**src/hdl/ipv6ah_pkg.sv**
```systemverilog
// Package for the IPv6 AH mutable-field clear unit.
// Holds parse phase types, header type codes and the result word struct.
// No dependencies.
package ipv6ah_pkg;

    // Bytes beyond this offset pass unchanged and do not advance the parse.
    localparam int unsigned MAX_PACKET_BYTES = 2048;

    // Next-header codes that the parser follows.
    localparam logic [7:0] TYPE_HOP     = 8'd0;
    localparam logic [7:0] TYPE_ROUTING = 8'd43;
    localparam logic [7:0] TYPE_AUTH    = 8'd51;
    localparam logic [7:0] TYPE_DEST    = 8'd60;

    // Option type bit that marks option data as changing en route.
    localparam int unsigned MUTABLE_BIT_POS = 5;
    localparam logic [15:0] OPT_HEAD_BYTES  = 16'd2;

    // Fixed-header layout.
    localparam logic [15:0] FIXED_HDR_BYTES = 16'd40;
    localparam logic [15:0] FIXED_NH_OFFSET = 16'd6;

    // Offsets inside extension headers.
    localparam logic [15:0] REL_NEXT_HDR   = 16'd0;
    localparam logic [15:0] REL_HDR_LEN    = 16'd1;
    localparam logic [15:0] REL_SEG_LEFT   = 16'd3;
    localparam logic [15:0] REL_AUTH_DATA  = 16'd12;

    typedef enum logic [2:0] {
        PH_FIXED,
        PH_OPTS,
        PH_ROUTE,
        PH_AUTH,
        PH_DEST_AFTER_AUTH,
        PH_DONE,
        PH_ERROR
    } parse_phase_t;

    typedef enum logic [1:0] {
        OP_TYPE,
        OP_LEN,
        OP_DATA
    } option_phase_t;

    // One result word as produced by the parser.
    typedef struct packed {
        logic [7:0]  out_byte;
        logic        last_out;
        logic        status;
        logic [7:0]  next_header;
        logic [15:0] prev_header_offset;
    } result_t;

endpackage

```
**src/hdl/ipv6_ah_mutable_field_clear_unit.sv**
```systemverilog
// Path: a word accepted into the input register moves on into the result register
// when the result register is free.
// Throughput: one word per cycle, set by the single parse step between the input
// register and the result register; while a result waits the input register takes
// one more word and then the input stalls until the result is taken.
// Reset: synchronous, active-low aresetn clears the handshake state and the parse
// state and sets zero_auth_data to 0.
// Top level of the IPv6 AH mutable-field clear unit; depends on ipv6ah_pkg, ipv6ah_parser.
module ipv6_ah_mutable_field_clear_unit
    import ipv6ah_pkg::*;
(
    input  logic        aclk,
    input  logic        aresetn,
    // Configuration write channel.
    input  logic        cfg_valid,
    output logic        cfg_ready,
    input  logic        cfg_zero_auth_data,
    // Input word channel.
    input  logic        s_valid,
    output logic        s_ready,
    input  logic [7:0]  s_packet_byte,
    input  logic        s_last_byte,
    // Result word channel.
    output logic        m_valid,
    input  logic        m_ready,
    output logic [7:0]  m_out_byte,
    output logic        m_last_out,
    output logic        m_status,
    output logic [7:0]  m_next_header,
    output logic [15:0] m_prev_header_offset
);

    logic       zero_auth_reg;
    logic       in_valid_reg, in_valid_next;
    logic [7:0] in_byte_reg;
    logic       in_last_reg;
    logic       out_valid_reg, out_valid_next;
    result_t    out_reg;
    result_t    step_result;
    logic       advance;

    // Configuration register, always ready.
    assign cfg_ready = 1'b1;

    always_ff @(posedge aclk) begin
        if (!aresetn) begin
            zero_auth_reg <= 1'b0;
        end else if (cfg_valid) begin
            zero_auth_reg <= cfg_zero_auth_data;
        end
    end

    // Handshake: the input word moves on whenever the result register is free.
    assign advance        = in_valid_reg && (!out_valid_reg || m_ready);
    assign s_ready        = !in_valid_reg || advance;
    assign in_valid_next  = (s_valid && s_ready) || (in_valid_reg && !advance);
    assign out_valid_next = advance || (out_valid_reg && !m_ready);

    always_ff @(posedge aclk) begin
        if (!aresetn) begin
            in_valid_reg  <= 1'b0;
            out_valid_reg <= 1'b0;
        end else begin
            in_valid_reg  <= in_valid_next;
            out_valid_reg <= out_valid_next;
        end
    end

    // Input register.
    always_ff @(posedge aclk) begin
        if (s_valid && s_ready) begin
            in_byte_reg <= s_packet_byte;
            in_last_reg <= s_last_byte;
        end
    end

    ipv6ah_parser u_parser (
        .aclk           (aclk),
        .aresetn        (aresetn),
        .step           (advance),
        .packet_byte    (in_byte_reg),
        .last_byte      (in_last_reg),
        .zero_auth_data (zero_auth_reg),
        .result         (step_result)
    );

    // Result register.
    always_ff @(posedge aclk) begin
        if (advance) begin
            out_reg <= step_result;
        end
    end

    assign m_valid              = out_valid_reg;
    assign m_out_byte           = out_reg.out_byte;
    assign m_last_out           = out_reg.last_out;
    assign m_status             = out_reg.status;
    assign m_next_header        = out_reg.next_header;
    assign m_prev_header_offset = out_reg.prev_header_offset;

endmodule

```
**src/hdl/ipv6ah_parser.sv**
```systemverilog
// Extension header walker: parse state registers and the per-byte step logic.
// Depends on ipv6ah_pkg.
module ipv6ah_parser
    import ipv6ah_pkg::*;
(
    input  logic       aclk,
    input  logic       aresetn,
    input  logic       step,
    input  logic [7:0] packet_byte,
    input  logic       last_byte,
    input  logic       zero_auth_data,
    output result_t    result
);

    parse_phase_t  phase_reg, phase_next;
    option_phase_t opt_phase_reg, opt_phase_next;
    logic [15:0]   byte_count_reg, byte_count_next;
    logic [7:0]    next_type_reg, next_type_next;
    logic [15:0]   header_start_reg, header_start_next;
    logic [15:0]   header_end_reg, header_end_next;
    logic [15:0]   last_nh_offset_reg, last_nh_offset_next;
    logic [7:0]    option_left_reg, option_left_next;
    logic          option_zeroing_reg, option_zeroing_next;
    logic          error_seen_reg, error_seen_next;

    logic          active;
    logic [15:0]   rel;
    logic [16:0]   remaining;
    logic          rem_borrow;
    logic [16:0]   end_sum;
    logic [11:0]   opt_hdr_len;
    logic [10:0]   auth_hdr_len;
    logic [7:0]    out_byte;
    logic [7:0]    summary_nh;

    assign active       = byte_count_reg < 16'(MAX_PACKET_BYTES);
    assign opt_hdr_len  = {(9'(packet_byte) + 9'd1), 3'b000};
    assign auth_hdr_len = {(9'(packet_byte) + 9'd2), 2'b00};
    assign remaining    = {1'b0, header_end_reg} - {1'b0, byte_count_reg};
    assign rem_borrow   = remaining[16];

    // One parse step for the byte in the input register.
    always_comb begin
        phase_next          = phase_reg;
        opt_phase_next      = opt_phase_reg;
        byte_count_next     = byte_count_reg;
        next_type_next      = next_type_reg;
        header_start_next   = header_start_reg;
        header_end_next     = header_end_reg;
        last_nh_offset_next = last_nh_offset_reg;
        option_left_next    = option_left_reg;
        option_zeroing_next = option_zeroing_reg;
        error_seen_next     = error_seen_reg;
        out_byte            = packet_byte;
        rel                 = '0;
        end_sum             = '0;

        if (active) begin
            // Header boundary: pick the phase for the header that starts here.
            if (phase_reg <= PH_DEST_AFTER_AUTH && byte_count_reg == header_end_reg) begin
                case (phase_reg)
                    PH_AUTH: begin
                        if (next_type_reg == TYPE_DEST) begin
                            phase_next          = PH_DEST_AFTER_AUTH;
                            header_start_next   = byte_count_reg;
                            opt_phase_next      = OP_TYPE;
                            option_left_next    = '0;
                            option_zeroing_next = 1'b0;
                        end else begin
                            next_type_next = TYPE_AUTH;
                            phase_next     = PH_DONE;
                        end
                    end
                    PH_DEST_AFTER_AUTH: begin
                        next_type_next = TYPE_AUTH;
                        phase_next     = PH_DONE;
                    end
                    default: begin
                        if (next_type_reg == TYPE_HOP || next_type_reg == TYPE_DEST ||
                            next_type_reg == TYPE_ROUTING || next_type_reg == TYPE_AUTH) begin
                            header_start_next   = byte_count_reg;
                            opt_phase_next      = OP_TYPE;
                            option_left_next    = '0;
                            option_zeroing_next = 1'b0;
                            if (next_type_reg == TYPE_ROUTING) begin
                                phase_next          = PH_ROUTE;
                                last_nh_offset_next = byte_count_reg;
                            end else if (next_type_reg == TYPE_AUTH) begin
                                phase_next = PH_AUTH;
                            end else begin
                                phase_next          = PH_OPTS;
                                last_nh_offset_next = byte_count_reg;
                            end
                        end else begin
                            phase_next = PH_DONE;
                        end
                    end
                endcase
            end

            rel = byte_count_reg - header_start_next;

            // Field handling within the current header.
            case (phase_next)
                PH_FIXED: begin
                    if (rel == FIXED_NH_OFFSET) begin
                        next_type_next = packet_byte;
                    end
                end
                PH_OPTS, PH_DEST_AFTER_AUTH: begin
                    if (rel == REL_NEXT_HDR) begin
                        if (phase_next == PH_OPTS) begin
                            next_type_next = packet_byte;
                        end
                    end else if (rel == REL_HDR_LEN) begin
                        end_sum         = {1'b0, header_start_next} + 17'(opt_hdr_len);
                        header_end_next = end_sum[16] ? 16'hFFFF : end_sum[15:0];
                    end else begin
                        // Option area: type, length, then data bytes.
                        case (opt_phase_next)
                            OP_TYPE: begin
                                if (packet_byte != 8'd0) begin
                                    if (!rem_borrow && remaining < 17'(OPT_HEAD_BYTES)) begin
                                        error_seen_next = 1'b1;
                                        phase_next      = PH_ERROR;
                                    end else begin
                                        option_zeroing_next = packet_byte[MUTABLE_BIT_POS];
                                        opt_phase_next      = OP_LEN;
                                    end
                                end
                            end
                            OP_LEN: begin
                                if (!rem_borrow &&
                                    remaining + 17'd1 < 17'(packet_byte) + 17'(OPT_HEAD_BYTES)) begin
                                    error_seen_next = 1'b1;
                                    phase_next      = PH_ERROR;
                                end else begin
                                    option_left_next = packet_byte;
                                    opt_phase_next   = (packet_byte != 8'd0) ? OP_DATA : OP_TYPE;
                                end
                            end
                            default: begin
                                option_left_next = option_left_reg - 8'd1;
                                if (option_left_reg == 8'd1) begin
                                    opt_phase_next = OP_TYPE;
                                end
                                if (option_zeroing_reg) begin
                                    out_byte = 8'd0;
                                end
                            end
                        endcase
                    end
                end
                PH_ROUTE: begin
                    if (rel == REL_NEXT_HDR) begin
                        next_type_next = packet_byte;
                    end else if (rel == REL_HDR_LEN) begin
                        end_sum         = {1'b0, header_start_next} + 17'(opt_hdr_len);
                        header_end_next = end_sum[16] ? 16'hFFFF : end_sum[15:0];
                    end else if (rel == REL_SEG_LEFT) begin
                        out_byte = 8'd0;
                    end
                end
                PH_AUTH: begin
                    if (rel == REL_NEXT_HDR) begin
                        next_type_next = packet_byte;
                    end else if (rel == REL_HDR_LEN) begin
                        end_sum         = {1'b0, header_start_next} + 17'(auth_hdr_len);
                        header_end_next = end_sum[16] ? 16'hFFFF : end_sum[15:0];
                    end else if (rel >= REL_AUTH_DATA && zero_auth_data) begin
                        out_byte = 8'd0;
                    end
                end
                default: begin
                end
            endcase

            byte_count_next = byte_count_reg + 16'd1;
        end
    end

    // Summary reported with the final word of a packet.
    always_comb begin
        if (error_seen_next) begin
            summary_nh = 8'd0;
        end else if (phase_next == PH_AUTH || phase_next == PH_DEST_AFTER_AUTH) begin
            summary_nh = TYPE_AUTH;
        end else begin
            summary_nh = next_type_next;
        end
        result.out_byte           = out_byte;
        result.last_out           = last_byte;
        result.status             = last_byte & error_seen_next;
        result.next_header        = last_byte ? summary_nh : 8'd0;
        result.prev_header_offset = last_byte ? last_nh_offset_next : 16'd0;
    end

    // Parse state; the final word of a packet returns it to the start state.
    always_ff @(posedge aclk) begin
        if (!aresetn || (step && last_byte)) begin
            phase_reg          <= PH_FIXED;
            opt_phase_reg      <= OP_TYPE;
            byte_count_reg     <= '0;
            next_type_reg      <= '0;
            header_start_reg   <= '0;
            header_end_reg     <= FIXED_HDR_BYTES;
            last_nh_offset_reg <= FIXED_NH_OFFSET;
            option_left_reg    <= '0;
            option_zeroing_reg <= 1'b0;
            error_seen_reg     <= 1'b0;
        end else if (step) begin
            phase_reg          <= phase_next;
            opt_phase_reg      <= opt_phase_next;
            byte_count_reg     <= byte_count_next;
            next_type_reg      <= next_type_next;
            header_start_reg   <= header_start_next;
            header_end_reg     <= header_end_next;
            last_nh_offset_reg <= last_nh_offset_next;
            option_left_reg    <= option_left_next;
            option_zeroing_reg <= option_zeroing_next;
            error_seen_reg     <= error_seen_next;
        end
    end

endmodule

```
**config.mk**
```make
export PLATFORM = sky130hd
export DESIGN_NAME = ipv6_ah_mutable_field_clear_unit
export DESIGN_NICKNAME = d
export VERILOG_FILES = /design/src/hdl/ipv6ah_pkg.sv /design/src/hdl/ipv6_ah_mutable_field_clear_unit.sv /design/src/hdl/ipv6ah_parser.sv
export SDC_FILE = /design/constraint.sdc
export NUM_CORES = 1
export LEC_CHECK = 0
export ABC_AREA = 0
export BUFFER_PORTS_ARGS = -buffer_cell sky130_fd_sc_hd__buf_4
export CAP_MARGIN = 5
export CORE_ASPECT_RATIO = 0.6
export CORE_MARGIN = 5
export CORE_UTILIZATION = 50
export DETAILED_ROUTE_END_ITERATION = 8
export GPL_ROUTABILITY_DRIVEN = 0
export GPL_TIMING_DRIVEN = 0
export HOLD_SLACK_MARGIN = 0.1
export PLACE_DENSITY = 0.66
export SLEW_MARGIN = 20
export SYNTH_ARGS = -nofsm -noshare
export SYNTH_HDL_FRONTEND = slang
export SYNTH_HIERARCHICAL = 1
export SYNTH_SLANG_ARGS = --single-unit
```
**constraint.sdc**
```tcl
create_clock -name aclk -period 9.9 [get_ports aclk]
set_clock_uncertainty 0.05 [all_clocks]
set_input_delay 1.485 -clock aclk [delete_from_list [all_inputs] [get_ports aclk]]
set_output_delay 1.485 -clock aclk [all_outputs]
set_load 0.01 [all_outputs]
```
==> flow_results.xml <==
<?xml version="1.0" encoding="UTF-8"?>
<metrics>
  <group name="run_status">
    <metric name="run_status" unit="">completed</metric>
  </group>
  <group name="synthesis">
    <metric name="synth_async_sr_flop_share" unit="%">0</metric>
    <metric name="mappedNetlistArea" unit="um^2">9700</metric>
    <metric name="synth-seq-cells" unit="">133</metric>
    <metric name="yosys_warnings" unit="">6</metric>
    <metric name="synth_compound_gate_area_share" unit="%">24.2</metric>
    <metric name="synth.top_cells.by_area" unit="">sky130_fd_sc_hd__dfxtp_1, sky130_fd_sc_hd__edfxtp_1, sky130_fd_sc_hd__ha_1, sky130_fd_sc_hd__nand2_1, sky130_fd_sc_hd__a21oi_1</metric>
    <metric name="synthesized_netlist_net_count" unit="">1237</metric>
    <metric name="synth_largest_type_area_fraction" unit="%">18.6</metric>
    <metric name="synth_top_family_by_area" unit="">compound AO/OA/AOI/OAI gates</metric>
    <metric name="synthMuxAreaShare" unit="%">3.15</metric>
    <metric name="synth.avg_cell_area" unit="um^2">8.41</metric>
    <metric name="synth_top_flop_cell" unit="">sky130_fd_sc_hd__dfxtp_1</metric>
    <metric name="synthesis.instances" unit="">1154</metric>
    <metric name="adder_cell_share_of_the_synthesized_area" unit="%">9.08</metric>
    <metric name="yosys.area_share.xor_xnor" unit="%">4.87</metric>
    <metric name="number_of_flops_mapped_to_enable_cells_by_yosys" unit="">43</metric>
    <metric name="seq_area_frac_synth" unit="%">31.9</metric>
    <metric name="yosys.area_share.simple" unit="%">22.0</metric>
    <metric name="synthDominantAreaCellType" unit="">sky130_fd_sc_hd__dfxtp_1</metric>
    <metric name="synth_cell_types" unit="">102</metric>
  </group>
  <group name="clock_network">
    <metric name="setup_bufs_post_cts" unit="">0</metric>
    <metric name="clock-root-buffer" unit="">sky130_fd_sc_hd__clkbuf_16</metric>
    <metric name="h-tree-depth" unit="">4</metric>
    <metric name="clock-sinks" unit="">133</metric>
    <metric name="postCtsResizedCells" unit="">0</metric>
    <metric name="insertion_delay" unit="ns">0.42</metric>
    <metric name="cts_max_path_bufs" unit="">2</metric>
    <metric name="cts_tree" unit="">yes</metric>
    <metric name="number_of_buffers_added_to_fix_hold_violations_after_cts" unit="">0</metric>
    <metric name="clk_pin_slew_worst_paths" unit="ns">0.06</metric>
    <metric name="cts-buffers-inserted" unit="">17</metric>
  </group>
  <group name="floorplanning">
    <metric name="core-area" unit="um^2">19000</metric>
    <metric name="fp.dieArea" unit="um^2">22400</metric>
    <metric name="die_height" unit="um">118</metric>
    <metric name="num_rows" unit="">39</metric>
    <metric name="io_pins" unit="">52</metric>
    <metric name="start_util" unit="%">51.0</metric>
    <metric name="chip_width" unit="um">190</metric>
  </group>
  <group name="flow_run">
    <metric name="number_of_max_cap_violations" unit="">0</metric>
  </group>
  <group name="sta">
    <metric name="rsz0062_at_grt" unit="">false</metric>
    <metric name="layout_worst_path_cycle_share" unit="%">76.4</metric>
    <metric name="total_neg_setup_slack" unit="ns">0</metric>
    <metric name="finalCriticalPeriod" unit="ns">7.57</metric>
    <metric name="worst_slew_margin_rel" unit="%">40.8</metric>
    <metric name="max_freq" unit="MHz">132</metric>
    <metric name="drv_slew" unit="">0</metric>
    <metric name="final-setup-viol-count" unit="">0</metric>
    <metric name="finalHoldViolations" unit="">0</metric>
    <metric name="setup_ws" unit="ns">2.33</metric>
    <metric name="tightest_slew" unit="ns">0.888</metric>
  </group>
  <group name="global_routing">
    <metric name="antenna_found_initial" unit="">0</metric>
    <metric name="grt_use_met1" unit="%">40.7</metric>
    <metric name="gr-usage-met3" unit="%">8.48</metric>
    <metric name="grt_use_met2" unit="%">33.9</metric>
    <metric name="grt_max_degree" unit="">27</metric>
    <metric name="grt-ovfl-total" unit="">0</metric>
    <metric name="grt_use_total" unit="%">25.9</metric>
    <metric name="grt_busiest_layer" unit="">met1</metric>
    <metric name="first_pass_grt_wire_length" unit="um">46200</metric>
    <metric name="first_global_vias" unit="">8208</metric>
  </group>
  <group name="final_layout">
    <metric name="post-route-cell-area" unit="um^2">11000</metric>
    <metric name="final_nets" unit="">1307</metric>
    <metric name="mostFrequentLayoutCell" unit="">sky130_fd_sc_hd__nand2_1</metric>
    <metric name="post_layout_nonfiller_instances" unit="">1483</metric>
    <metric name="layout_common_cells" unit="">sky130_fd_sc_hd__nand2_1, sky130_fd_sc_hd__nor2_1, sky130_fd_sc_hd__dfxtp_1</metric>
    <metric name="layout-area-overhead-vs-synth" unit="%">13.0</metric>
    <metric name="drive_gt1_share" unit="%">11.4</metric>
    <metric name="antennaDiodeCount" unit="">0</metric>
  </group>
  <group name="setup_path">
    <metric name="cp_num_cells" unit="">22</metric>
    <metric name="crit_path_top_delay_cell" unit="">sky130_fd_sc_hd__mux2i_1</metric>
    <metric name="timing.critical_path.max_delay_family" unit="">simple AND/OR/NAND/NOR gates</metric>
    <metric name="r2r_end" unit="">m_out_byte[4]$_DFFE_PP_</metric>
    <metric name="cp_bufs_invs" unit="">5</metric>
    <metric name="worstSetupStartpoint" unit="">u_parser/byte_count_reg[6]$_SDFFE_PP0P_</metric>
    <metric name="worstRegToRegCells" unit="">22</metric>
    <metric name="arrival" unit="ns">7.69</metric>
    <metric name="timing.critical_path.slowest_cell_delay" unit="ns">0.69</metric>
    <metric name="startpoint_type" unit="">register</metric>
    <metric name="setup_slack_on_the_worst_flop_to_flop_path" unit="ns">2.33</metric>
    <metric name="worst_setup_path_end_kind" unit="">register</metric>
    <metric name="critical_path.cell_chain" unit="">inv_1, ha_1, nand4_1, or4_4, nand2b_4, buf_6, nor3_2, buf_4, buf_2, mux2i_1, ha_1, clkbuf_1, o21a_1, o31a_2, o41ai_2, mux2_2, nor4_2, nand4_4, nor2_1, nand4_1, a2111o_1, and2_1</metric>
    <metric name="timing.critical_path.fanout_max" unit="">10</metric>
    <metric name="crit_type" unit="">register to register</metric>
    <metric name="worst_r2r_startpoint" unit="">u_parser/byte_count_reg[6]$_SDFFE_PP0P_</metric>
    <metric name="worstPathRequired" unit="ns">10.02</metric>
  </group>
  <group name="placed_design">
    <metric name="placement.io_buffers" unit="">50</metric>
    <metric name="hpwl" unit="um">22500</metric>
    <metric name="detailedPlace.worstSlack" unit="ns">2.55</metric>
    <metric name="numPlacedInstances" unit="">1451</metric>
    <metric name="placement.cell_area" unit="um^2">10400</metric>
  </group>
  <group name="pwr">
    <metric name="power.net_switching" unit="uW">439</metric>
    <metric name="p_leak" unit="uW">0.00432</metric>
    <metric name="power_frac_seq" unit="%">40.7</metric>
    <metric name="power_frac_clock" unit="%">41.3</metric>
    <metric name="combinational_fraction_of_design_power" unit="%">18.0</metric>
    <metric name="vdd_ir_drop_max" unit="V">0.000114</metric>
    <metric name="power.density" unit="nW/um^2">133</metric>
    <metric name="swShare" unit="%">30.1</metric>
    <metric name="internal_power_component" unit="uW">1020</metric>
  </group>
  <group name="min_path">
    <metric name="hold_path_end" unit="">u_parser/last_nh_offset_reg[4]$_SDFFE_PP0P_</metric>
    <metric name="worstHoldStart" unit="">u_parser/last_nh_offset_reg[4]$_SDFFE_PP0P_</metric>
    <metric name="hold_path_depth" unit="">2</metric>
    <metric name="hp-class" unit="">register to register</metric>
  </group>
  <group name="drt">
    <metric name="wirelength" unit="um">29600</metric>
    <metric name="drc" unit="">0</metric>
    <metric name="dr_total_vias" unit="">9178</metric>
    <metric name="drtIter0Drc" unit="">1098</metric>
    <metric name="postRouteAntennaNets" unit="">0</metric>
    <metric name="avgRoutedWirePerCell" unit="um">20.0</metric>
    <metric name="vias_per_cell" unit="">6.19</metric>
    <metric name="drt-pass1-iter-count" unit="">7</metric>
  </group>
</metrics>
-- Yosys cell counts, drive strengths merged (17+ instances only) --
library cell    n
and3           18
nor2b          18
o21ai          72
xnor2          41
edfxtp         43
nand4          18
mux2i          29
dfxtp          90
clkbuf         38
nor3           25
inv            60
nand2         125
ha             64
nor2           99
a211oi         26
and2           17
o21a           17
nand3          26
a21o           18
a21oi          88
-- routing by layer --
| metal | share of wire [%] | vias to the layer above |
|---|---|---|
| met5 | 0 | - |
| met4 | 1.5 | 0 |
| met3 | 12 | 43 |
| met2 | 38 | 479 |
| met1 | 48 | 4262 |
| li1 | - | 4394 |
-- worst min-delay path, cell delays in order, from the launching register on --
cell and delay (ns):
sky130_fd_sc_hd__dfxtp_1 0.31, sky130_fd_sc_hd__nand2_1 0.05, sky130_fd_sc_hd__a21oi_1 0.05
-- final cells by class --
type,count,area [um^2]
repair buffers,51,403
flip-flops and latches,133,3090
plain buffers,52,244
clock inverters,12,90.1
multi-input cells,909,6150
fillers,1758,8060
clock buffers,20,458
inverters,60,225
well taps,246,308
-- per-stage QoR --
stage / hold slack, ns / power, uW / utilization, %
3_3_place_gp: 0.390 / 853 / 54.6
3_5_place_dp: 0.394 / 857 / 54.8
4_1_cts: 0.402 / 1460 / 57.6
5_1_grt: 0.420 / 1510 / 57.6
6_report: 0.401 / 1460 / 57.6
2_1_floorplan: 0.382 / 780 / -
-- worst max-delay path by stage --
stage / to / slack, ns
floorplan: m_next_header[0]$_DFFE_PP_ / 3.89
global placement: m_out_byte[5]$_DFFE_PP_ / 2.61
detailed placement: m_out_byte[4]$_DFFE_PP_ / 2.55
CTS: m_out_byte[4]$_DFFE_PP_ / 2.49
global route: m_out_byte[6]$_DFFE_PP_ / 2.05
finish: m_out_byte[4]$_DFFE_PP_ / 2.33
-- kinds of logic (layout without fill, tap and decap cells) --
logic type | Yosys count | count (layout)
xor gates and xnor gates | 54 | 54
DFF | 133 | 133
adders and majority gates | 68 | 68
buffers and inverters | 112 | 195
other | 1 | 1
muxes | 30 | 30
and+or+nand+nor | 416 | 416
AOI/OAI and AO/OA | 340 | 340
-- power groups by stage --
| stage | Sequential, uW | Clock [uW] | Combinational [uW] |
|---|---|---|---|
| after global routing | 594 | 634 | 286 |
| after global placement | 604 | 0 | 249 |
| after CTS | 592 | 610 | 256 |
| after detailed placement | 604 | 0 | 253 |
| final | 593 | 603 | 263 |
| after floorplan | 604 | 0 | 176 |
(Power assumes the default switching activity.)
